<file path="src/rtl/tacr_vmem.sv">
`timescale 1ns / 1ps
module tacr_vmem #(
    parameter int unsigned WIDTH = 16,
    parameter int unsigned DEPTH = 100
) (
    input  logic                     i_clk,
    input  logic                     i_rst_n,
    input  logic                     i_we,
    input  logic [$clog2(DEPTH)-1:0] i_waddr,
    input  logic [WIDTH-1:0]         i_wdata,
    input  logic [$clog2(DEPTH)-1:0] i_raddr,
    output logic [WIDTH-1:0]         o_rdata
);

    logic [WIDTH-1:0] r_mem [DEPTH];
    logic [DEPTH-1:0] r_vld;
    logic [WIDTH-1:0] r_q;
    logic             r_qv;

    always_ff @(posedge i_clk) begin
        if (i_we) begin
            r_mem[i_waddr] <= i_wdata;
        end
        r_q <= r_mem[i_raddr];
    end

    always_ff @(posedge i_clk) begin
        if (!i_rst_n) begin
            r_vld <= '0;
            r_qv  <= 1'b0;
        end else begin
            if (i_we) begin
                r_vld[i_waddr] <= 1'b1;
            end
            r_qv <= r_vld[i_raddr];
        end
    end

    assign o_rdata = r_qv ? r_q : '0;

endmodule

</file>
<file path="config.mk">
export PLATFORM = sky130hd
export DESIGN_NAME = tacr_vmem
export DESIGN_NICKNAME = d
export VERILOG_FILES = /design/src/rtl/tacr_vmem.sv
export SDC_FILE = /design/constraint.sdc
export NUM_CORES = 2
export LEC_CHECK = 0
export BUFFER_PORTS_ARGS = -buffer_cell sky130_fd_sc_hd__buf_2
export CAP_MARGIN = 20
export CORE_MARGIN = 2
export CORE_UTILIZATION = 63
export CTS_CLUSTER_DIAMETER = 100
export CTS_CLUSTER_SIZE = 30
export DETAILED_ROUTE_END_ITERATION = 10
export PLACE_DENSITY = 0.87
export SLEW_MARGIN = 20
export SYNTH_ARGS = -nofsm -noshare
export SYNTH_HDL_FRONTEND = slang
export SYNTH_SLANG_ARGS = --single-unit
</file>
<file path="constraint.sdc">
create_clock -name i_clk -period 2.5 [get_ports i_clk]
set_clock_uncertainty 0.1 [all_clocks]
set_input_delay 0.125 -clock i_clk [delete_from_list [all_inputs] [get_ports i_clk]]
set_output_delay 0.125 -clock i_clk [all_outputs]
set_load 0.05 [all_outputs]
</file>
==> impl_metrics.env <==
export IMPL_vias=37400
export IMPL_hold_viol=0
export IMPL_required_ps=2960
export IMPL_crit_arrival_ps=2960
export IMPL_fin_cells=5079
export IMPL_swShare_pct=21.7
export IMPL_end_kind="flop"
export IMPL_worst_pin_slew_ps=957
export IMPL_ios=49
export IMPL_drtIter0Drc=7289
export IMPL_ys_ff_latch=1717
export IMPL_ys_seq_area_share_pct=76.4
export IMPL_h_tree_depth=3
export IMPL_regToRegStartpoint="r_mem[45][8]"
export IMPL_internal_power_mw=38.2
export IMPL_rsz0062_at_grt="false"
export IMPL_die_w_um=328
export IMPL_finalCriticalPeriod_ps=2510
export IMPL_cts_buffer_depth=3
export IMPL_clkPwrFrac_pct=27.9
export IMPL_setup_violations=1
export IMPL_period_share_pct=100
export IMPL_syn_area_mm2=0.0659
export IMPL_p_switching_mw=10.6
export IMPL_yosysTopAreaCell="edfxtp_1"
export IMPL_totalWireLength_mm=186
export IMPL_holdPathEnd="r_mem[60][2]"
export IMPL_hp_class="in2reg"
export IMPL_wl_per_cell_um=36.5
export IMPL_firstDrtPassIters=9
export IMPL_comb_power_share_pct=7.4
export IMPL_dp_hpwl_mm=118
export IMPL_num_rows=118
export IMPL_max_freq_mhz=399
export IMPL_synth_flop_cell="edfxtp_1"
export IMPL_syn_num_nets=3283
export IMPL_grt_total_usage_pct=34.8
export IMPL_cts_setup_buffers=0
export IMPL_powerDensity_mw_per_mm2=665
export IMPL_antenna_left=0
export IMPL_portBuffers=48
export IMPL_fp_dieArea_mm2=0.107
export IMPL_critPathMaxFanout=1
export IMPL_gp_congestion=0.943
export IMPL_final_layout_size_suffix_gt1_share_pct=26.0
export IMPL_core_area_mm2=0.104
export IMPL_r2r_setup_slack_ps=-7
export IMPL_fin_ws_ps=-6.78
export IMPL_grt_max_degree=101
export IMPL_async_flop_share_pct=0
export IMPL_startpoint_type="flop"
export IMPL_dp_cells=4936
export IMPL_timing_rr_end="r_q[8]"
export IMPL_synthDistinctLibCells=66
export IMPL_reg2reg_depth=6
export IMPL_synth_top_area_share_pct=72.9
export IMPL_peakVddDrop_mv=0.724
export IMPL_start_util_pct=63.6
export IMPL_synth_edf_count=1600
export IMPL_maxSlewViolCount=0
export IMPL_cap_violations=0
export IMPL_synth_area_leaders="edfxtp_1 (73%), mux4_2 (11%), dfxtp_1 (3.6%)"
export IMPL_mostFrequentLayoutCell="edfxtp_1"
export IMPL_outcome="finished with violations"
export IMPL_crit_type="reg2reg"
export IMPL_drc_errors=0
export IMPL_min_path_cells=3
export IMPL_grt_use_met1_pct=45.6
export IMPL_use_met2_pct=54.8
export IMPL_final_cell_mix="edfxtp_1 (1600), buf_4 (386), mux4_2 (324), nor2_1 (212), mux2i_1 (193)"
export IMPL_pre_cts_slack_ps=-484
export IMPL_synthCells=3250
export IMPL_grt_overflow_total=0
export IMPL_layout_nets=3679
export IMPL_seqPwrFrac_pct=64.7
export IMPL_antenna_found_initial=6
export IMPL_clk_latency_ps=690
export IMPL_yosys_warnings=0
export IMPL_cts_buffers=67
export IMPL_violations="setup timing"
export IMPL_cts_tree="built"
export IMPL_holdWs_ps=51.8
export IMPL_vias_per_cell=7.37
export IMPL_clock_sinks=1717
export IMPL_avgSynthCellArea_um2=20.3
export IMPL_holdCritStartpoint="i_waddr[0]"
export IMPL_die_height_um=328
export IMPL_clk_pin_slew_worst_paths_ps=110
export IMPL_p_leak_nw=23.8
export IMPL_clk_root_buffer_cell="clkbuf_16"
export IMPL_area_growth_pct=11.3
export IMPL_grt_pass1_vias=36900
export IMPL_grt_busiest_layer="met2"
export IMPL_final_core_util_pct=70.8
export IMPL_grt_pass1_wl_mm=263
export IMPL_maxSlewHeadroom_pct=36.2
export IMPL_use_met3_pct=9.12
## worst max path at each step
stage / start / end / slack, ps / cells past startpoint
floorplan: i_waddr[2] / r_mem[60][0] / 200 / 4
global placement: i_raddr[0] / r_q[6] / -380 / 10
detailed placement: i_raddr[0] / r_q[6] / -480 / 10
CTS: r_mem[29][12] / r_q[12] / 0.8 / 7
global route: r_mem[29][12] / r_q[12] / 5 / 7
finish: r_mem[45][8] / r_q[8] / -7 / 6
## critical path, cell delays in order, from the launching register on
cell	delay (ps)
edfxtp_1	410
mux4_2	560
a221o_1	410
a221oi_2	280
buf_4	170
o32a_1	310
o31ai_1	160
## area by class of cell
class | instances | area (um^2)
diodes | 1 | 2.50
fillers | 5617 | 30300
clock buffers | 117 | 1930
clock inverters | 4 | 46.3
multi-input cells | 1342 | 14500
flip-flops and latches | 1717 | 50400
well taps | 1380 | 1730
repair buffers | 512 | 4760
inverters | 6 | 22.5
## synthesized netlist by cell type, drive strengths merged, types with 18 or more instances
| library cell | number |
|---|---|
| a211oi | 24 |
| clkbuf | 62 |
| a21oi | 29 |
| a22o | 18 |
| mux2 | 36 |
| edfxtp | 1600 |
| nor2 | 220 |
| a22oi | 28 |
| o21ai | 28 |
| nor2b | 22 |
| nand2 | 67 |
| dfxtp | 117 |
| mux4 | 330 |
| o22ai | 62 |
| a221oi | 20 |
| mux2i | 193 |
| buf | 123 |
| o21a | 57 |
| o221ai | 28 |
| and2 | 24 |
## state kept, by name, summed over array words and instances (netlist names)
| name | count |
|---|---|
| r_q | 16 |
| r_mem | 1600 |
| r_qv | 1 |
| r_vld | 100 |
## cells by family (layout without fill, tap and decap cells)
kind of cell	Yosys count	count (layout)	synth area share [%]
mux	559	559	14.8
buf+inv	191	639	1.75
compound gates	372	372	4.18
simple gates	411	411	2.81
flops	1717	1717	76.4
other cells	0	1	0
## metal layers
metal | up-vias | part of all wire [%]
met2 | 3781 | 47
li1 | 14100 | -
met5 | - | 0.070
met1 | 18800 | 32
met3 | 782 | 15
met4 | 12 | 6.7
## what timing repair did
item | in CTS | in global routing
pin swaps | 0 | 2
endpoints found under the hold margin | 777 | 0
setup endpoints to repair | 2 | 6
gates resized for setup | 3 | 8
hold buffers | 21 | 0
## power by group through the flow
| stage | clock [mW] | combinational, mW | sequential, mW |
|---|---|---|---|
| floorplan | 0 | 1.61 | 32.2 |
| global placement | 0 | 3.27 | 32.2 |
| detailed placement | 0 | 3.40 | 32.2 |
| CTS | 13.6 | 3.46 | 31.6 |
| global route | 14.4 | 3.66 | 31.6 |
| finish | 13.6 | 3.61 | 31.6 |
## metrics by stage
stage	area, um^2	power, mW	setup TNS (ps)
final	73400	48.8	-6.78
after global routing	73400	49.6	0
after CTS	73300	48.6	0
after detailed placement	71100	35.6	-4030
after global placement	71100	35.5	-2770
after floorplan	65900	33.8	0
Note: power is estimated with default switching activity, not from simulation.
